===== config.mk =====
export PLATFORM = sky130hd
export DESIGN_NAME = dtsg_cfg
export DESIGN_NICKNAME = d
export VERILOG_FILES = /design/src/sv/dual_tone_sine_generator_assert.svh /design/src/sv/dtsg_pkg.sv /design/src/sv/dtsg_cfg.sv
export SDC_FILE = /design/constraint.sdc
export NUM_CORES = 1
export LEC_CHECK = 0
export ABC_AREA = 1
export BUFFER_PORTS_ARGS = -buffer_cell sky130_fd_sc_hd__buf_2
export CAP_MARGIN = 20
export CORE_UTILIZATION = 46
export DETAILED_ROUTE_END_ITERATION = 12
export PLACE_DENSITY = 0.76
export SLEW_MARGIN = 10
export SYNTH_ARGS = -nofsm -noshare
export SYNTH_HDL_FRONTEND = slang
export SYNTH_SLANG_ARGS = --single-unit

===== constraint.sdc =====
create_clock -name clk -period 0.8 [get_ports clk]
set_input_delay 0.16 -clock clk [delete_from_list [all_inputs] [get_ports clk]]
set_output_delay 0.16 -clock clk [all_outputs]
set_load 0.01 [all_outputs]

===== src/sv/dual_tone_sine_generator_assert.svh =====
// ----------------------------------------------------------------------------
// Dual-tone sine generator assertion macros
// Shared assertion forms, clocked on the rising edge, off during reset.
// ----------------------------------------------------------------------------
`ifndef DUAL_TONE_SINE_GENERATOR_ASSERT_SVH
`define DUAL_TONE_SINE_GENERATOR_ASSERT_SVH

// expression holds at every edge
`define DTSG_ASSERT_ALWAYS(label, clk, rst_n, expr) \
	label: assert property (@(posedge clk) disable iff (!rst_n) (expr)) \
		else $error("dtsg: invariant violated");

// consequent holds in the cycle after the antecedent
`define DTSG_ASSERT_NEXT(label, clk, rst_n, ante, cons) \
	label: assert property (@(posedge clk) disable iff (!rst_n) (ante) |=> (cons)) \
		else $error("dtsg: next-cycle check violated");

`endif


===== src/sv/dtsg_pkg.sv =====
// ----------------------------------------------------------------------------
// dtsg_pkg
// Types, register codes, constants and sine tables of the dual-tone generator.
// ----------------------------------------------------------------------------
`default_nettype none

package dtsg_pkg;

	localparam int TABLE_LEN      = 480;
	localparam int HALF_LEN       = 240;
	localparam int QUARTER_LEN    = 120;
	localparam int COEF_FRAC_BITS = 30;
	localparam int SAMPLE_SCALE   = 32767;

	typedef logic signed [31:0] coef_t;
	typedef logic signed [15:0] smp_t;
	typedef logic [8:0]         phase_t;
	typedef logic [17:0]        count_t;

	localparam coef_t ONE_Q = coef_t'(1 << COEF_FRAC_BITS);

	typedef enum logic [1:0] {
		MODE_FULL    = 2'd0,
		MODE_QUARTER = 2'd1,
		MODE_PHASOR  = 2'd2
	} mode_t;

	typedef enum logic [2:0] {
		REG_MODE       = 3'd0,
		REG_STEP_A     = 3'd1,
		REG_STEP_B     = 3'd2,
		REG_ROT_COS_A  = 3'd3,
		REG_ROT_SIN_A  = 3'd4,
		REG_ROT_COS_B  = 3'd5,
		REG_ROT_SIN_B  = 3'd6,
		REG_RESYNC_LEN = 3'd7
	} cfg_reg_t;

	typedef struct packed {
		mode_t      mode;
		logic [7:0] step_a;
		logic [7:0] step_b;
		coef_t      rot_cos_a;
		coef_t      rot_sin_a;
		coef_t      rot_cos_b;
		coef_t      rot_sin_b;
		count_t     resync_len;
	} cfg_t;

	localparam cfg_t CFG_RESET = '{
		mode:       MODE_QUARTER,
		step_a:     8'd8,
		step_b:     8'd20,
		rot_cos_a:  32'sd1070935623,
		rot_sin_a:  32'sd112543153,
		rot_cos_b:  32'sd1056431545,
		rot_sin_b:  32'sd192005035,
		resync_len: 18'd184320
	};

	typedef struct packed {
		logic advance;
		logic restart;
		logic resync;
	} tone_ctl_t;

	typedef struct packed {
		smp_t sample_a;
		smp_t sample_b;
		logic wrapped;
	} result_t;

	localparam smp_t WAVE_POS [HALF_LEN] = '{
		  16'sd0,   16'sd427,   16'sd856,  16'sd1285,  16'sd1713,
		 16'sd2142,  16'sd2569,  16'sd2997,  16'sd3424,  16'sd3850,
		 16'sd4276,  16'sd4700,  16'sd5125,  16'sd5548,  16'sd5970,
		 16'sd6391,  16'sd6811,  16'sd7230,  16'sd7648,  16'sd8064,
		 16'sd8479,  16'sd8893,  16'sd9305,  16'sd9716, 16'sd10124,
		16'sd10531, 16'sd10937, 16'sd11340, 16'sd11742, 16'sd12141,
		16'sd12538, 16'sd12933, 16'sd13326, 16'sd13717, 16'sd14105,
		16'sd14491, 16'sd14875, 16'sd15256, 16'sd15634, 16'sd16010,
		16'sd16382, 16'sd16753, 16'sd17120, 16'sd17484, 16'sd17845,
		16'sd18203, 16'sd18558, 16'sd18910, 16'sd19259, 16'sd19604,
		16'sd19946, 16'sd20285, 16'sd20620, 16'sd20952, 16'sd21280,
		16'sd21604, 16'sd21925, 16'sd22241, 16'sd22555, 16'sd22864,
		16'sd23169, 16'sd23470, 16'sd23768, 16'sd24061, 16'sd24350,
		16'sd24635, 16'sd24915, 16'sd25192, 16'sd25464, 16'sd25732,
		16'sd25995, 16'sd26254, 16'sd26508, 16'sd26758, 16'sd27003,
		16'sd27244, 16'sd27480, 16'sd27711, 16'sd27938, 16'sd28160,
		16'sd28376, 16'sd28588, 16'sd28796, 16'sd28998, 16'sd29195,
		16'sd29387, 16'sd29574, 16'sd29757, 16'sd29934, 16'sd30105,
		16'sd30272, 16'sd30434, 16'sd30590, 16'sd30741, 16'sd30887,
		16'sd31028, 16'sd31163, 16'sd31293, 16'sd31417, 16'sd31536,
		16'sd31650, 16'sd31758, 16'sd31861, 16'sd31959, 16'sd32050,
		16'sd32137, 16'sd32218, 16'sd32293, 16'sd32363, 16'sd32427,
		16'sd32486, 16'sd32539, 16'sd32587, 16'sd32629, 16'sd32665,
		16'sd32696, 16'sd32722, 16'sd32741, 16'sd32755, 16'sd32764,
		16'sd32767, 16'sd32764, 16'sd32755, 16'sd32741, 16'sd32722,
		16'sd32696, 16'sd32665, 16'sd32629, 16'sd32587, 16'sd32539,
		16'sd32486, 16'sd32427, 16'sd32363, 16'sd32293, 16'sd32218,
		16'sd32137, 16'sd32050, 16'sd31959, 16'sd31861, 16'sd31758,
		16'sd31650, 16'sd31536, 16'sd31417, 16'sd31293, 16'sd31163,
		16'sd31028, 16'sd30887, 16'sd30741, 16'sd30590, 16'sd30434,
		16'sd30272, 16'sd30105, 16'sd29934, 16'sd29757, 16'sd29574,
		16'sd29387, 16'sd29195, 16'sd28998, 16'sd28796, 16'sd28588,
		16'sd28376, 16'sd28160, 16'sd27938, 16'sd27711, 16'sd27480,
		16'sd27244, 16'sd27003, 16'sd26758, 16'sd26508, 16'sd26254,
		16'sd25995, 16'sd25732, 16'sd25464, 16'sd25192, 16'sd24915,
		16'sd24635, 16'sd24350, 16'sd24061, 16'sd23768, 16'sd23470,
		16'sd23169, 16'sd22864, 16'sd22555, 16'sd22241, 16'sd21925,
		16'sd21604, 16'sd21280, 16'sd20952, 16'sd20620, 16'sd20285,
		16'sd19946, 16'sd19604, 16'sd19259, 16'sd18910, 16'sd18558,
		16'sd18203, 16'sd17845, 16'sd17484, 16'sd17120, 16'sd16753,
		16'sd16383, 16'sd16010, 16'sd15634, 16'sd15256, 16'sd14875,
		16'sd14491, 16'sd14105, 16'sd13717, 16'sd13326, 16'sd12933,
		16'sd12538, 16'sd12141, 16'sd11742, 16'sd11340, 16'sd10937,
		16'sd10531, 16'sd10124,  16'sd9716,  16'sd9305,  16'sd8893,
		 16'sd8479,  16'sd8064,  16'sd7648,  16'sd7230,  16'sd6811,
		 16'sd6391,  16'sd5970,  16'sd5548,  16'sd5125,  16'sd4700,
		 16'sd4276,  16'sd3850,  16'sd3424,  16'sd2997,  16'sd2569,
		 16'sd2142,  16'sd1713,  16'sd1285,   16'sd856,   16'sd427
	};

	localparam smp_t WAVE_NEG [HALF_LEN] = '{
		     16'sd0,   -16'sd429,   -16'sd858,  -16'sd1287,  -16'sd1715,
		 -16'sd2144,  -16'sd2571,  -16'sd2999,  -16'sd3426,  -16'sd3852,
		 -16'sd4278,  -16'sd4702,  -16'sd5127,  -16'sd5550,  -16'sd5972,
		 -16'sd6393,  -16'sd6813,  -16'sd7232,  -16'sd7650,  -16'sd8066,
		 -16'sd8481,  -16'sd8895,  -16'sd9307,  -16'sd9718, -16'sd10126,
		-16'sd10533, -16'sd10939, -16'sd11342, -16'sd11744, -16'sd12143,
		-16'sd12540, -16'sd12935, -16'sd13328, -16'sd13719, -16'sd14107,
		-16'sd14493, -16'sd14877, -16'sd15258, -16'sd15636, -16'sd16012,
		-16'sd16384, -16'sd16755, -16'sd17122, -16'sd17486, -16'sd17847,
		-16'sd18205, -16'sd18560, -16'sd18912, -16'sd19261, -16'sd19606,
		-16'sd19948, -16'sd20287, -16'sd20622, -16'sd20954, -16'sd21282,
		-16'sd21606, -16'sd21927, -16'sd22243, -16'sd22557, -16'sd22866,
		-16'sd23171, -16'sd23472, -16'sd23770, -16'sd24063, -16'sd24352,
		-16'sd24637, -16'sd24917, -16'sd25194, -16'sd25466, -16'sd25734,
		-16'sd25997, -16'sd26256, -16'sd26510, -16'sd26760, -16'sd27005,
		-16'sd27246, -16'sd27482, -16'sd27713, -16'sd27940, -16'sd28162,
		-16'sd28378, -16'sd28590, -16'sd28798, -16'sd29000, -16'sd29197,
		-16'sd29389, -16'sd29576, -16'sd29759, -16'sd29936, -16'sd30107,
		-16'sd30274, -16'sd30436, -16'sd30592, -16'sd30743, -16'sd30889,
		-16'sd31030, -16'sd31165, -16'sd31295, -16'sd31419, -16'sd31538,
		-16'sd31652, -16'sd31760, -16'sd31863, -16'sd31961, -16'sd32052,
		-16'sd32139, -16'sd32220, -16'sd32295, -16'sd32365, -16'sd32429,
		-16'sd32488, -16'sd32541, -16'sd32589, -16'sd32631, -16'sd32667,
		-16'sd32698, -16'sd32724, -16'sd32743, -16'sd32757, -16'sd32766,
		-16'sd32767, -16'sd32766, -16'sd32757, -16'sd32743, -16'sd32724,
		-16'sd32698, -16'sd32667, -16'sd32631, -16'sd32589, -16'sd32541,
		-16'sd32488, -16'sd32429, -16'sd32365, -16'sd32295, -16'sd32220,
		-16'sd32139, -16'sd32052, -16'sd31961, -16'sd31863, -16'sd31760,
		-16'sd31652, -16'sd31538, -16'sd31419, -16'sd31295, -16'sd31165,
		-16'sd31030, -16'sd30889, -16'sd30743, -16'sd30592, -16'sd30436,
		-16'sd30274, -16'sd30107, -16'sd29936, -16'sd29759, -16'sd29576,
		-16'sd29389, -16'sd29197, -16'sd29000, -16'sd28798, -16'sd28590,
		-16'sd28378, -16'sd28162, -16'sd27940, -16'sd27713, -16'sd27482,
		-16'sd27246, -16'sd27005, -16'sd26760, -16'sd26510, -16'sd26256,
		-16'sd25997, -16'sd25734, -16'sd25466, -16'sd25194, -16'sd24917,
		-16'sd24637, -16'sd24352, -16'sd24063, -16'sd23770, -16'sd23472,
		-16'sd23171, -16'sd22866, -16'sd22557, -16'sd22243, -16'sd21927,
		-16'sd21606, -16'sd21282, -16'sd20954, -16'sd20622, -16'sd20287,
		-16'sd19948, -16'sd19606, -16'sd19261, -16'sd18912, -16'sd18560,
		-16'sd18205, -16'sd17847, -16'sd17486, -16'sd17122, -16'sd16755,
		-16'sd16385, -16'sd16012, -16'sd15636, -16'sd15258, -16'sd14877,
		-16'sd14493, -16'sd14107, -16'sd13719, -16'sd13328, -16'sd12935,
		-16'sd12540, -16'sd12143, -16'sd11744, -16'sd11342, -16'sd10939,
		-16'sd10533, -16'sd10126,  -16'sd9718,  -16'sd9307,  -16'sd8895,
		 -16'sd8481,  -16'sd8066,  -16'sd7650,  -16'sd7232,  -16'sd6813,
		 -16'sd6393,  -16'sd5972,  -16'sd5550,  -16'sd5127,  -16'sd4702,
		 -16'sd4278,  -16'sd3852,  -16'sd3426,  -16'sd2999,  -16'sd2571,
		 -16'sd2144,  -16'sd1715,  -16'sd1287,   -16'sd858,   -16'sd429
	};

endpackage

`default_nettype wire


===== src/sv/dtsg_cfg.sv =====
// ----------------------------------------------------------------------------
// dtsg_cfg
// Configuration register file, written through a plain write port.
// ----------------------------------------------------------------------------
`default_nettype none

module dtsg_cfg import dtsg_pkg::*; (
	input  wire logic        clk,
	input  wire logic        arst_n,
	input  wire logic        wr_en,
	input  wire logic [2:0]  index,
	input  wire logic [31:0] data,
	output cfg_t             cfg
);

	cfg_t cfg_q;

	always_ff @(posedge clk or negedge arst_n) begin
		if (!arst_n) begin
			cfg_q <= CFG_RESET;
		end else if (wr_en) begin
			case (cfg_reg_t'(index))
				REG_MODE:       cfg_q.mode       <= mode_t'(data[1:0]);
				REG_STEP_A:     cfg_q.step_a     <= data[7:0];
				REG_STEP_B:     cfg_q.step_b     <= data[7:0];
				REG_ROT_COS_A:  cfg_q.rot_cos_a  <= coef_t'(data);
				REG_ROT_SIN_A:  cfg_q.rot_sin_a  <= coef_t'(data);
				REG_ROT_COS_B:  cfg_q.rot_cos_b  <= coef_t'(data);
				REG_ROT_SIN_B:  cfg_q.rot_sin_b  <= coef_t'(data);
				REG_RESYNC_LEN: cfg_q.resync_len <= data[17:0];
				default: ;
			endcase
		end
	end

	assign cfg = cfg_q;

endmodule

`default_nettype wire


==> impl_summary.txt <==
----------------------------------------------------
[Finish]
  Post-layout net count ... 1075
  Layout overhead on the synthesized area ... 57.77%
  Inserted Diodes ... 0
  Number of flip-flops under the largest register name ... 164
  Area of combinational cells with multiple inputs ... 2126 um^2
  Sequential cell area in the final layout ... 4204 um^2
  Layout cells sized above 1 ... 43.71%
  Filler Cells Inserted ... 885

[CTS]
  Clock tree from TritonCTS ... built
  Num Clock Sinks ... 164
  Total CTS buffers ... 17
  Cell at the root of the clock tree ... sky130_fd_sc_hd__clkbuf_16
  Later-pin clock latency in the skew report ... 430 ps
  Level count of the clock H-tree ... 4
  CTS clk-pin slew, worst paths ... 60 ps
  Deepest clock path buffer count ... 2

[Die]
  Die Ht ... 120.4 um
  Die extent in x ... 120.4 um
  Initial Util ... 47.96%
  Placement row count ... 42
  Total core area ... 13450 um^2
  Die ar. ... 14500 um^2
  I/O pin count ... 202

[STA]
  Unrepaired setup endpoints after global routing ... true
  Setup ws final ... -463.2 ps
  Final hold violations ... 0
  Final worst path period share ... 157.9%
  Fmax ... 0.7916 GHz
  Slew Limit Headroom ... 82.76%
  Fin crit period ... 1263 ps
  Skew final ... 0 ps
  Worst slack on hold paths ... 9.745 ps
  Count of pins over their slew limit ... 0
  Final setup vio count ... 191
  Least-Margin Pin Slew ... 258.4 ps

[GRT]
  Combined global-route utilization of all metal layers ... 30.13%
  Number of antenna violations at the first check in global routing ... 1
  Wire length of the first global-routing pass ... 32840 um
  Largest net degree at the start of global routing ... 35
  GRT overflow ... 0
  Number of global-route vias before repair ... 6373

[Setup path]
  Startpoint of the most critical setup path ... cfg[65]
  Critical path class ... reg -> out
  CP Cell Sequence ... buf_6
  Worst-path cell with the longest stage delay ... sky130_fd_sc_hd__dfstp_2
  Category of the worst setup path launch point ... flop
  Terminus of the critical flop-to-flop path ... cfg[29]
  CP Capture Point ... cfg[65]
  CP endpoint kind ... output pin
  FF-to-FF setup slack ... -70 ps
  Worst reg-to-reg path cell count ... 4
  Data required time at the worst endpoint ... 640 ps
  Total stage count of the critical path ... 1
  Family of cells with the greatest summed delay on the critical path ... flip-flops
  Slowest stage delay, CP ... 560 ps
  WP data arrival ... 1100 ps
  Worst path buffer plus inverter count ... 1
  Launch point of the worst reg-to-reg path ... cfg[29]
  Top fanout value on the critical path ... 2

[Routing]
  Number of search-and-repair iterations in the first detailed-routing pass ... 5
  Number of remaining DRC errors ... 0
  Vias per inst ... 5.065
  Average wire per standard cell ... 17.56 um
  DR iter-0 viols ... 397
  Sum of routed wire length over all layers ... 21530 um
  DRT antenna net count ... 0
  Count of vias placed by the detailed router ... 6210

[Synth]
  Proportion of synthesized flip-flops having asynchronous set or reset ... 100.0%
  Commonest register cell after synthesis ... sky130_fd_sc_hd__dfrtp_1
  Most repeated cell in the gate-level netlist after synthesis ... sky130_fd_sc_hd__nand2_1
  Synth warnings ... 0
  Top area cells in the synthesized netlist ... sky130_fd_sc_hd__dfrtp_1 33%, sky130_fd_sc_hd__dfstp_2 33%, sky130_fd_sc_hd__nand2_1 26%
  Number of flops mapped to enable cells by yosys ... 0
  Flip-flop and latch count after synthesis ... 164
  Avg Synthesized Cell Area ... 9.012 um^2
  Register area share after synthesis ... 65.15%
  Post-synthesis instance total ... 716
  Leading area contributor after synthesis ... sky130_fd_sc_hd__dfrtp_1
  Synthesized Nets ... 754
  Most common library cells after synthesis ... 453 x sky130_fd_sc_hd__nand2_1, 84 x sky130_fd_sc_hd__dfrtp_1, 80 x sky130_fd_sc_hd__dfstp_2
  Number of distinct library cell variants in the gate-level netlist after synthesis ... 13
  Cell area after synthesis ... 6452 um^2
  Proportion of netlist area held by the largest area contributor ... 32.58%

[Pwr]
  Peak supply drop ... 0.001790 V
  Sw Share ... 28.27%
  Leak pwr ... 5.462 nW
  Clk network pwr share ... 32.1%
  P_int ... 0.02015 W
  Part of the power in registers ... 41.4%
  Combinational group share of total power ... 26.5%
  Total Power ... 0.02809 W
  Ratio of total power to cell area ... 2759 nW/um^2
  Sw Pwr ... 0.007942 W

[Flow run]
  Max-capacitance violation count ... 0

[Placement]
  Final weighted congestion in routability-driven placement ... 0.7854
  Buffers on Ports ... 201
  Hpwl dp ... 12730 um

[Run status]
  Outcome ... complete, but fails checks
  Violations in the final reports ... negative setup slack

[Worst hold path]
  Instance count along the most critical hold path ... 3
  Min-delay worst type ... in -> reg

----------------------------------------------------
[logic make-up after synthesis]
family	after synthesis	synth area share, %
DFF	164	65.15
buffers and inverters	39	3.646
and+or+nand+nor	513	31.20
[cells in the final DEF (no fill, tap or decap), drive strengths merged]
master,synthesis,routed
buf,21,310
bufinv,0,5
clkbuf,12,21
clkinv,0,3
clkinvlp,0,2
dfrtp,84,84
dfstp,80,80
dlygate4sd3,0,24
inv,6,8
nand2,455,455
nand3,50,50
nor2,8,8
[stage by stage]
step / instance area [um^2] / TNS [ps] / instances / utilization (%) / setup slack (ps)
global route: 10180 / -67180 / 1226 / 75.67 / -487.3
finish: 10180 / -62750 / 1226 / 75.67 / -463.2
CTS: 9773 / -62840 / 1196 / 72.65 / -468.2
floorplan: 6539 / -2244 / 716 / - / -43.07
detailed placement: 7943 / -49520 / 1097 / 59.04 / -422.2
global placement: 7943 / -46360 / 1097 / 59.04 / -372.2
[final cells by class]
type                            count  share of cell area (%)
Clock buffer                       20                   4.388
Clock inverter                     12                   1.979
Inverter                            6                  0.3687
Multi-Input combinational cell    513                   20.88
Sequential cell                   164                   41.30
Tap cell                          176                   2.163
Timing Repair Buffer              335                   28.92
[tightest hold or removal path: cells and delay by family]
family / cells / cell delay, ps
buffers and inverters: 1 / 140
and+or+nand+nor: 2 / 110
[power by group through the flow]
stage               sequential (W)  combinational [W]  clock [W]
floorplan                   0.0121            0.00147          0
global placement            0.0113            0.00469          0
detailed placement          0.0113            0.00485          0
CTS                         0.0115            0.00662    0.00908
global route                0.0117            0.00800    0.00948
finish                      0.0116            0.00744    0.00903
[how the worst min path moves through the flow]
stage | startpoint | end | slack [ps]
after floorplan | arst_n | cfg[0] | -140
after global placement | arst_n | cfg[111] | 20
after detailed placement | arst_n | cfg[111] | 20
after CTS | data[31] | cfg[145] | 3
after global routing | data[30] | cfg[80] | 20
final | data[31] | cfg[145] | 10
[what timing repair did]
| item | CTS | global route |
|---|---|---|
| endpoints found under the setup margin | 164 | 219 |
| setup buffers | 43 | 33 |
| pin swaps | 2 | 12 |
| endpoints found under the hold margin | 156 | 0 |
| hold buffers | 24 | 0 |
| resized for setup | 102 | 50 |
[metal layers]
metal / share of wire (%) / track usage [%] / vias to the layer above
met5: 0 / 0 / -
met4: 3.0 / 13.04 / 0
met3: 8.1 / 8.066 / 50
met2: 51 / 51.26 / 325
met1: 38 / 35.94 / 3000
li1: - / - / 2835
Note: power is estimated with default switching activity, not from simulation.
