**src/sv/dual_tone_sine_generator_assert.svh**
```systemverilog
// ----------------------------------------------------------------------------
// Dual-tone sine generator assertion macros
// Shared assertion forms, clocked on the rising edge, off during reset.
// ----------------------------------------------------------------------------
`ifndef DUAL_TONE_SINE_GENERATOR_ASSERT_SVH
`define DUAL_TONE_SINE_GENERATOR_ASSERT_SVH

// expression holds at every edge
`define DTSG_ASSERT_ALWAYS(label, clk, rst_n, expr) \
	label: assert property (@(posedge clk) disable iff (!rst_n) (expr)) \
		else $error("dtsg: invariant violated");

// consequent holds in the cycle after the antecedent
`define DTSG_ASSERT_NEXT(label, clk, rst_n, ante, cons) \
	label: assert property (@(posedge clk) disable iff (!rst_n) (ante) |=> (cons)) \
		else $error("dtsg: next-cycle check violated");

`endif

```
**src/sv/dtsg_pkg.sv**
```systemverilog
// ----------------------------------------------------------------------------
// dtsg_pkg
// Types, register codes, constants and sine tables of the dual-tone generator.
// ----------------------------------------------------------------------------
`default_nettype none

package dtsg_pkg;

	localparam int TABLE_LEN      = 480;
	localparam int HALF_LEN       = 240;
	localparam int QUARTER_LEN    = 120;
	localparam int COEF_FRAC_BITS = 30;
	localparam int SAMPLE_SCALE   = 32767;

	typedef logic signed [31:0] coef_t;
	typedef logic signed [15:0] smp_t;
	typedef logic [8:0]         phase_t;
	typedef logic [17:0]        count_t;

	localparam coef_t ONE_Q = coef_t'(1 << COEF_FRAC_BITS);

	typedef enum logic [1:0] {
		MODE_FULL    = 2'd0,
		MODE_QUARTER = 2'd1,
		MODE_PHASOR  = 2'd2
	} mode_t;

	typedef enum logic [2:0] {
		REG_MODE       = 3'd0,
		REG_STEP_A     = 3'd1,
		REG_STEP_B     = 3'd2,
		REG_ROT_COS_A  = 3'd3,
		REG_ROT_SIN_A  = 3'd4,
		REG_ROT_COS_B  = 3'd5,
		REG_ROT_SIN_B  = 3'd6,
		REG_RESYNC_LEN = 3'd7
	} cfg_reg_t;

	typedef struct packed {
		mode_t      mode;
		logic [7:0] step_a;
		logic [7:0] step_b;
		coef_t      rot_cos_a;
		coef_t      rot_sin_a;
		coef_t      rot_cos_b;
		coef_t      rot_sin_b;
		count_t     resync_len;
	} cfg_t;

	localparam cfg_t CFG_RESET = '{
		mode:       MODE_QUARTER,
		step_a:     8'd8,
		step_b:     8'd20,
		rot_cos_a:  32'sd1070935623,
		rot_sin_a:  32'sd112543153,
		rot_cos_b:  32'sd1056431545,
		rot_sin_b:  32'sd192005035,
		resync_len: 18'd184320
	};

	typedef struct packed {
		logic advance;
		logic restart;
		logic resync;
	} tone_ctl_t;

	typedef struct packed {
		smp_t sample_a;
		smp_t sample_b;
		logic wrapped;
	} result_t;

	localparam smp_t WAVE_POS [HALF_LEN] = '{
		  16'sd0,   16'sd427,   16'sd856,  16'sd1285,  16'sd1713,
		 16'sd2142,  16'sd2569,  16'sd2997,  16'sd3424,  16'sd3850,
		 16'sd4276,  16'sd4700,  16'sd5125,  16'sd5548,  16'sd5970,
		 16'sd6391,  16'sd6811,  16'sd7230,  16'sd7648,  16'sd8064,
		 16'sd8479,  16'sd8893,  16'sd9305,  16'sd9716, 16'sd10124,
		16'sd10531, 16'sd10937, 16'sd11340, 16'sd11742, 16'sd12141,
		16'sd12538, 16'sd12933, 16'sd13326, 16'sd13717, 16'sd14105,
		16'sd14491, 16'sd14875, 16'sd15256, 16'sd15634, 16'sd16010,
		16'sd16382, 16'sd16753, 16'sd17120, 16'sd17484, 16'sd17845,
		16'sd18203, 16'sd18558, 16'sd18910, 16'sd19259, 16'sd19604,
		16'sd19946, 16'sd20285, 16'sd20620, 16'sd20952, 16'sd21280,
		16'sd21604, 16'sd21925, 16'sd22241, 16'sd22555, 16'sd22864,
		16'sd23169, 16'sd23470, 16'sd23768, 16'sd24061, 16'sd24350,
		16'sd24635, 16'sd24915, 16'sd25192, 16'sd25464, 16'sd25732,
		16'sd25995, 16'sd26254, 16'sd26508, 16'sd26758, 16'sd27003,
		16'sd27244, 16'sd27480, 16'sd27711, 16'sd27938, 16'sd28160,
		16'sd28376, 16'sd28588, 16'sd28796, 16'sd28998, 16'sd29195,
		16'sd29387, 16'sd29574, 16'sd29757, 16'sd29934, 16'sd30105,
		16'sd30272, 16'sd30434, 16'sd30590, 16'sd30741, 16'sd30887,
		16'sd31028, 16'sd31163, 16'sd31293, 16'sd31417, 16'sd31536,
		16'sd31650, 16'sd31758, 16'sd31861, 16'sd31959, 16'sd32050,
		16'sd32137, 16'sd32218, 16'sd32293, 16'sd32363, 16'sd32427,
		16'sd32486, 16'sd32539, 16'sd32587, 16'sd32629, 16'sd32665,
		16'sd32696, 16'sd32722, 16'sd32741, 16'sd32755, 16'sd32764,
		16'sd32767, 16'sd32764, 16'sd32755, 16'sd32741, 16'sd32722,
		16'sd32696, 16'sd32665, 16'sd32629, 16'sd32587, 16'sd32539,
		16'sd32486, 16'sd32427, 16'sd32363, 16'sd32293, 16'sd32218,
		16'sd32137, 16'sd32050, 16'sd31959, 16'sd31861, 16'sd31758,
		16'sd31650, 16'sd31536, 16'sd31417, 16'sd31293, 16'sd31163,
		16'sd31028, 16'sd30887, 16'sd30741, 16'sd30590, 16'sd30434,
		16'sd30272, 16'sd30105, 16'sd29934, 16'sd29757, 16'sd29574,
		16'sd29387, 16'sd29195, 16'sd28998, 16'sd28796, 16'sd28588,
		16'sd28376, 16'sd28160, 16'sd27938, 16'sd27711, 16'sd27480,
		16'sd27244, 16'sd27003, 16'sd26758, 16'sd26508, 16'sd26254,
		16'sd25995, 16'sd25732, 16'sd25464, 16'sd25192, 16'sd24915,
		16'sd24635, 16'sd24350, 16'sd24061, 16'sd23768, 16'sd23470,
		16'sd23169, 16'sd22864, 16'sd22555, 16'sd22241, 16'sd21925,
		16'sd21604, 16'sd21280, 16'sd20952, 16'sd20620, 16'sd20285,
		16'sd19946, 16'sd19604, 16'sd19259, 16'sd18910, 16'sd18558,
		16'sd18203, 16'sd17845, 16'sd17484, 16'sd17120, 16'sd16753,
		16'sd16383, 16'sd16010, 16'sd15634, 16'sd15256, 16'sd14875,
		16'sd14491, 16'sd14105, 16'sd13717, 16'sd13326, 16'sd12933,
		16'sd12538, 16'sd12141, 16'sd11742, 16'sd11340, 16'sd10937,
		16'sd10531, 16'sd10124,  16'sd9716,  16'sd9305,  16'sd8893,
		 16'sd8479,  16'sd8064,  16'sd7648,  16'sd7230,  16'sd6811,
		 16'sd6391,  16'sd5970,  16'sd5548,  16'sd5125,  16'sd4700,
		 16'sd4276,  16'sd3850,  16'sd3424,  16'sd2997,  16'sd2569,
		 16'sd2142,  16'sd1713,  16'sd1285,   16'sd856,   16'sd427
	};

	localparam smp_t WAVE_NEG [HALF_LEN] = '{
		     16'sd0,   -16'sd429,   -16'sd858,  -16'sd1287,  -16'sd1715,
		 -16'sd2144,  -16'sd2571,  -16'sd2999,  -16'sd3426,  -16'sd3852,
		 -16'sd4278,  -16'sd4702,  -16'sd5127,  -16'sd5550,  -16'sd5972,
		 -16'sd6393,  -16'sd6813,  -16'sd7232,  -16'sd7650,  -16'sd8066,
		 -16'sd8481,  -16'sd8895,  -16'sd9307,  -16'sd9718, -16'sd10126,
		-16'sd10533, -16'sd10939, -16'sd11342, -16'sd11744, -16'sd12143,
		-16'sd12540, -16'sd12935, -16'sd13328, -16'sd13719, -16'sd14107,
		-16'sd14493, -16'sd14877, -16'sd15258, -16'sd15636, -16'sd16012,
		-16'sd16384, -16'sd16755, -16'sd17122, -16'sd17486, -16'sd17847,
		-16'sd18205, -16'sd18560, -16'sd18912, -16'sd19261, -16'sd19606,
		-16'sd19948, -16'sd20287, -16'sd20622, -16'sd20954, -16'sd21282,
		-16'sd21606, -16'sd21927, -16'sd22243, -16'sd22557, -16'sd22866,
		-16'sd23171, -16'sd23472, -16'sd23770, -16'sd24063, -16'sd24352,
		-16'sd24637, -16'sd24917, -16'sd25194, -16'sd25466, -16'sd25734,
		-16'sd25997, -16'sd26256, -16'sd26510, -16'sd26760, -16'sd27005,
		-16'sd27246, -16'sd27482, -16'sd27713, -16'sd27940, -16'sd28162,
		-16'sd28378, -16'sd28590, -16'sd28798, -16'sd29000, -16'sd29197,
		-16'sd29389, -16'sd29576, -16'sd29759, -16'sd29936, -16'sd30107,
		-16'sd30274, -16'sd30436, -16'sd30592, -16'sd30743, -16'sd30889,
		-16'sd31030, -16'sd31165, -16'sd31295, -16'sd31419, -16'sd31538,
		-16'sd31652, -16'sd31760, -16'sd31863, -16'sd31961, -16'sd32052,
		-16'sd32139, -16'sd32220, -16'sd32295, -16'sd32365, -16'sd32429,
		-16'sd32488, -16'sd32541, -16'sd32589, -16'sd32631, -16'sd32667,
		-16'sd32698, -16'sd32724, -16'sd32743, -16'sd32757, -16'sd32766,
		-16'sd32767, -16'sd32766, -16'sd32757, -16'sd32743, -16'sd32724,
		-16'sd32698, -16'sd32667, -16'sd32631, -16'sd32589, -16'sd32541,
		-16'sd32488, -16'sd32429, -16'sd32365, -16'sd32295, -16'sd32220,
		-16'sd32139, -16'sd32052, -16'sd31961, -16'sd31863, -16'sd31760,
		-16'sd31652, -16'sd31538, -16'sd31419, -16'sd31295, -16'sd31165,
		-16'sd31030, -16'sd30889, -16'sd30743, -16'sd30592, -16'sd30436,
		-16'sd30274, -16'sd30107, -16'sd29936, -16'sd29759, -16'sd29576,
		-16'sd29389, -16'sd29197, -16'sd29000, -16'sd28798, -16'sd28590,
		-16'sd28378, -16'sd28162, -16'sd27940, -16'sd27713, -16'sd27482,
		-16'sd27246, -16'sd27005, -16'sd26760, -16'sd26510, -16'sd26256,
		-16'sd25997, -16'sd25734, -16'sd25466, -16'sd25194, -16'sd24917,
		-16'sd24637, -16'sd24352, -16'sd24063, -16'sd23770, -16'sd23472,
		-16'sd23171, -16'sd22866, -16'sd22557, -16'sd22243, -16'sd21927,
		-16'sd21606, -16'sd21282, -16'sd20954, -16'sd20622, -16'sd20287,
		-16'sd19948, -16'sd19606, -16'sd19261, -16'sd18912, -16'sd18560,
		-16'sd18205, -16'sd17847, -16'sd17486, -16'sd17122, -16'sd16755,
		-16'sd16385, -16'sd16012, -16'sd15636, -16'sd15258, -16'sd14877,
		-16'sd14493, -16'sd14107, -16'sd13719, -16'sd13328, -16'sd12935,
		-16'sd12540, -16'sd12143, -16'sd11744, -16'sd11342, -16'sd10939,
		-16'sd10533, -16'sd10126,  -16'sd9718,  -16'sd9307,  -16'sd8895,
		 -16'sd8481,  -16'sd8066,  -16'sd7650,  -16'sd7232,  -16'sd6813,
		 -16'sd6393,  -16'sd5972,  -16'sd5550,  -16'sd5127,  -16'sd4702,
		 -16'sd4278,  -16'sd3852,  -16'sd3426,  -16'sd2999,  -16'sd2571,
		 -16'sd2144,  -16'sd1715,  -16'sd1287,   -16'sd858,   -16'sd429
	};

endpackage

`default_nettype wire

```
**src/sv/dtsg_out_if.sv**
```systemverilog
// ----------------------------------------------------------------------------
// dtsg_out_if
// Sample channel out of the generator: valid, ready, one stereo pair and the wrap flag.
// ----------------------------------------------------------------------------
`default_nettype none

interface dtsg_out_if;
	logic               valid;
	logic               ready;
	logic signed [15:0] sample_a;
	logic signed [15:0] sample_b;
	logic               wrapped;

	modport source (output valid, output sample_a, output sample_b, output wrapped,
		input ready);
	modport sink (input valid, input sample_a, input sample_b, input wrapped,
		output ready);
endinterface

`default_nettype wire

```
**src/sv/dtsg_outbuf.sv**
```systemverilog
// ----------------------------------------------------------------------------
// dtsg_outbuf
// Two-entry result buffer: output register plus skid register.
// ----------------------------------------------------------------------------
`default_nettype none
`include "dual_tone_sine_generator_assert.svh"

module dtsg_outbuf import dtsg_pkg::*; (
	input  wire logic    clk,
	input  wire logic    arst_n,
	input  wire logic    push,
	input  wire result_t push_data,
	output logic         ready,
	dtsg_out_if.source   result
);

	logic    out_valid_q;
	logic    skid_valid_q;
	result_t out_q;
	result_t skid_q;
	logic    pop;

	assign ready = !skid_valid_q;
	assign pop   = out_valid_q && result.ready;

	always_ff @(posedge clk or negedge arst_n) begin
		if (!arst_n) begin
			out_valid_q  <= 1'b0;
			skid_valid_q <= 1'b0;
		end else if (skid_valid_q) begin
			if (pop) begin
				skid_valid_q <= 1'b0;
			end
		end else if (push) begin
			if (out_valid_q && !pop) begin
				skid_valid_q <= 1'b1;
			end
			out_valid_q <= 1'b1;
		end else if (pop) begin
			out_valid_q <= 1'b0;
		end
	end

	always_ff @(posedge clk) begin
		if (skid_valid_q) begin
			if (pop) begin
				out_q <= skid_q;
			end
		end else if (push) begin
			if (out_valid_q && !pop) begin
				skid_q <= push_data;
			end else begin
				out_q <= push_data;
			end
		end
	end

	assign result.valid    = out_valid_q;
	assign result.sample_a = out_q.sample_a;
	assign result.sample_b = out_q.sample_b;
	assign result.wrapped  = out_q.wrapped;

	`DTSG_ASSERT_ALWAYS(a_skid_behind_out, clk, arst_n, !skid_valid_q || out_valid_q)
	`DTSG_ASSERT_NEXT(a_skid_drains, clk, arst_n, skid_valid_q && pop, out_valid_q && !skid_valid_q)

endmodule

`default_nettype wire

```
**src/flat_wrapper.sv**
```systemverilog
// flat-port wrapper written by rule: the top's interface ports become plain ports
module dtsg_outbuf_flat import dtsg_pkg::*;
  (clk, arst_n, push, push_data, ready, result_valid, result_sample_a, result_sample_b, result_wrapped, result_ready);
  dtsg_out_if result_i ();
  input  wire logic clk;
  input  wire logic arst_n;
  input  wire logic push;
  input  wire result_t push_data;
  output logic ready;
  output wire logic [$bits(result_i.valid)-1:0] result_valid;
  output wire logic [$bits(result_i.sample_a)-1:0] result_sample_a;
  output wire logic [$bits(result_i.sample_b)-1:0] result_sample_b;
  output wire logic [$bits(result_i.wrapped)-1:0] result_wrapped;
  input wire logic [$bits(result_i.ready)-1:0] result_ready;
  assign result_valid = result_i.valid;
  assign result_sample_a = result_i.sample_a;
  assign result_sample_b = result_i.sample_b;
  assign result_wrapped = result_i.wrapped;
  assign result_i.ready = result_ready;
  dtsg_outbuf u_core (.clk(clk), .arst_n(arst_n), .push(push), .push_data(push_data), .ready(ready), .result(result_i));
endmodule
```
**config.mk**
```make
export PLATFORM = sky130hd
export DESIGN_NAME = dtsg_outbuf_flat
export DESIGN_NICKNAME = d
export VERILOG_FILES = /design/src/sv/dtsg_pkg.sv /design/src/sv/dtsg_out_if.sv /design/src/sv/dtsg_outbuf.sv /design/src/flat_wrapper.sv
export VERILOG_INCLUDE_DIRS = /design/src /design/src/sv
export SDC_FILE = /design/constraint.sdc
export NUM_CORES = 1
export LEC_CHECK = 0
export ABC_AREA = 1
export BUFFER_PORTS_ARGS = -buffer_cell sky130_fd_sc_hd__buf_2
export CORE_UTILIZATION = 46
export CTS_CLUSTER_DIAMETER = 50
export DETAILED_ROUTE_END_ITERATION = 8
export MAX_ROUTING_LAYER = met4
export PLACE_DENSITY = 0.78
export SETUP_SLACK_MARGIN = 0.5
export SYNTH_ARGS = -nofsm -noshare
export SYNTH_HDL_FRONTEND = slang
export SYNTH_SLANG_ARGS = --single-unit
export TNS_END_PERCENT = 10
```
**constraint.sdc**
```tcl
create_clock -name clk -period 4.93 [get_ports clk]
set_input_delay 0.986 -clock clk [delete_from_list [all_inputs] [get_ports clk]]
set_output_delay 0.986 -clock clk [all_outputs]
set_load 0.1 [all_outputs]
```
==> flow_metrics.tcl <==
set metrics [dict create \
    status "completed" \
    yosysWarnings 0 \
    post-cts-setup-buffer-count 0 \
    ctsHoldBuffers 0 \
    synth.ff_latch_count 68 \
    path_max_fanout 36 \
    reg2reg_to "u_core.result.sample_a[2]" \
    ios 72 \
    rrSetupSlack_ns 2.94 \
    crit_arrival_ns 1.47 \
    ys_top_cells_by_area "edfxtp_1 77%, nand2_1 14%, nand2_2 2.4%" \
    syn_area_um2 2580 \
    max_slew_margin_pct 40.5 \
    post_cts_resized 0 \
    area_delta_synth_final_pct 22.0 \
    antenna_found_initial 0 \
    place_inst 325 \
    critical_path_required_ns 3.94 \
    synth_nets 227 \
    num_vias 1589 \
    grtUsageTotal_pct 15.6 \
    nets 303 \
    synth_top_area_share_pct 76.9 \
    coreArea_um2 5240 \
    routed_wl_um 4200 \
    routabilityCongestion 0.650 \
    h-tree-depth 3 \
    p_leak_nw 1.37 \
    numCtsBuffers 9 \
    drv_slew 0 \
    die_h_um 76.9 \
    setup_viol 0 \
    pwr-share-comb_pct 33.0 \
    avgViaCountPerCell 4.66 \
    drtPass1Iterations 4 \
    switching_power_uw 718 \
    drc 0 \
    p_int_mw 1.04 \
    antenna_cells 0 \
    grt_pass1_vias 1420 \
    power.density_nw_per_um2 557 \
    clk_pin_slew_ns 0.06 \
    max_freq_mhz 408 \
    fin_tns_setup_ns 0 \
    yosysSeqAreaShare_pct 78.8 \
    hold_viol_final 0 \
    synth_most_common_cell "nand2_1" \
    synthCells 190 \
    rsz0062_at_grt "false" \
    switching_share_pct 41.0 \
    cp-end-kind "output pin" \
    max-cap-violations 0 \
    netlist_top_cells_count "95 x nand2_1, 66 x edfxtp_1, 10 x nand2_2" \
    clkPwrFrac_pct 24.1 \
    die-area_um2 5910 \
    ys_types 11 \
    clock_latency_ns 0.33 \
    drtIter0Drc 130 \
    grt_pass1_wl_um 6600 \
    layout-drive-gt1-share_pct 36.2 \
    drt-wirelength-per-cell_um 12.3 \
    syn_area_per_cell_um2 13.6 \
    clock-sinks 68 \
    rows 26 \
    p_seq_share_pct 42.9 \
    finClkSkew_ns 0.00561 \
    peakVddDrop_mv 0.261 \
    critPathKind "flip-flop to output pin" \
    cts-root-buf "clkbuf_8" \
    fp.dieW_um 76.9 \
    stdcell_count 341 \
    hold_path_class "primary input to asynchronous set/reset pin" \
    critPathLaunchType "flip-flop" \
    rr_worst_depth 4 \
    overflow 0 \
    initial_core_util_pct 49.2 \
    final_cell_area_um2 3150 \
    synth_ff_type "edfxtp_1" \
    grt_max_degree 37 \
    synth_edf_count 66 \
    port_buffers 71 \
    dp.final_hpwl_um 2680 \
    fin_crit_ns 2.45 \
    drtAntennaViolNets 0 \
    cts_tree "yes" \
    utilization_pct 60.1 \
    worstMarginPinSlew_ns 0.890 \
    cts_max_path_buffers 2 \
    timing.rr.start "u_core.skid_valid_q" \
    async_reset_ff_share_pct 2.94 \
    fin_crit_sh_pct 49.8 \
    synth_largest_area_cell "edfxtp_1" \
    placed_area_um2 2960 \
]
[registers in the layout (all words and copies together), names as in the netlist]
signal                  count
u_core.result.sample_b     16
u_core.skid_q              33
u_core.result.valid         1
u_core.skid_valid_q         1
u_core.result.sample_a     16
u_core.result.wrapped       1
[worst max-delay path, stage by stage (launching register included)]
cell and delay (ns):
dfrtp_1 0.44, inv_8 0.22, buf_2 0.47
[layer usage]
layer	track usage [%]	up-vias	wire (um)
met5	-	-	0
met4	10.0	0	90
met3	3.81	10	269
met2	23.7	74	1970
met1	18.8	720	1870
li1	-	785	-
[layout by cell type, fill, tap and decap left out, types with 2 or more instances in the layout]
master    Yosys  layout
nor2_1        4       2
clkinv_1      0       2
clkbuf_8      0       9
dfrtp_1       2       2
nor2_4        0       2
edfxtp_1     66      66
nand2_1      95      95
clkinv_2      0       2
inv_1         4       4
buf_2         0      71
nand2_2      10      10
[how the worst max path moves through the flow]
stage	start	to	cells after the start	slack (ns)
finish	u_core.skid_valid_q	ready	2	2.48
global route	u_core.skid_valid_q	ready	2	2.42
CTS	u_core.skid_valid_q	ready	2	2.46
detailed placement	result_ready	u_core.skid_q[7]	4	2.37
global placement	result_ready	u_core.skid_q[6]	4	2.43
floorplan	u_core.result.valid	u_core.skid_q[0]	4	1.84
[through the flow]
| step | total power, mW | worst slack [ns] | hold slack (ns) |
|---|---|---|---|
| finish | 1.75 | 2.48 | 0.429 |
| global route | 1.81 | 2.42 | 0.421 |
| CTS | 1.76 | 2.46 | 0.414 |
| detailed placement | 1.34 | 2.37 | 0.501 |
| global placement | 1.34 | 2.43 | 0.499 |
| floorplan | 1.27 | 1.84 | 0.490 |
[power by group through the flow]
stage | Combinational [mW] | Sequential, mW | Clock, mW
2_1_floorplan | 0.140 | 1.13 | 0
3_3_place_gp | 0.573 | 0.764 | 0
3_5_place_dp | 0.580 | 0.764 | 0
4_1_cts | 0.580 | 0.752 | 0.430
5_1_grt | 0.603 | 0.758 | 0.449
6_report | 0.579 | 0.752 | 0.422
[kinds of logic after synthesis]
logic type	synth area share [%]
simple gates	16.8
buf+inv	4.13
flops	78.8
compound gates	0.194
[area by class of cell]
type	instances	area, um^2
well taps	70	87.6
clock inverters	6	55.1
fillers	419	2090
flip-flops and latches	68	2030
multi-input cells	110	454
clock buffers	10	128
inverters	5	26.3
repair buffers	72	363
No activity file was read; power rests on OpenSTA's default activity.
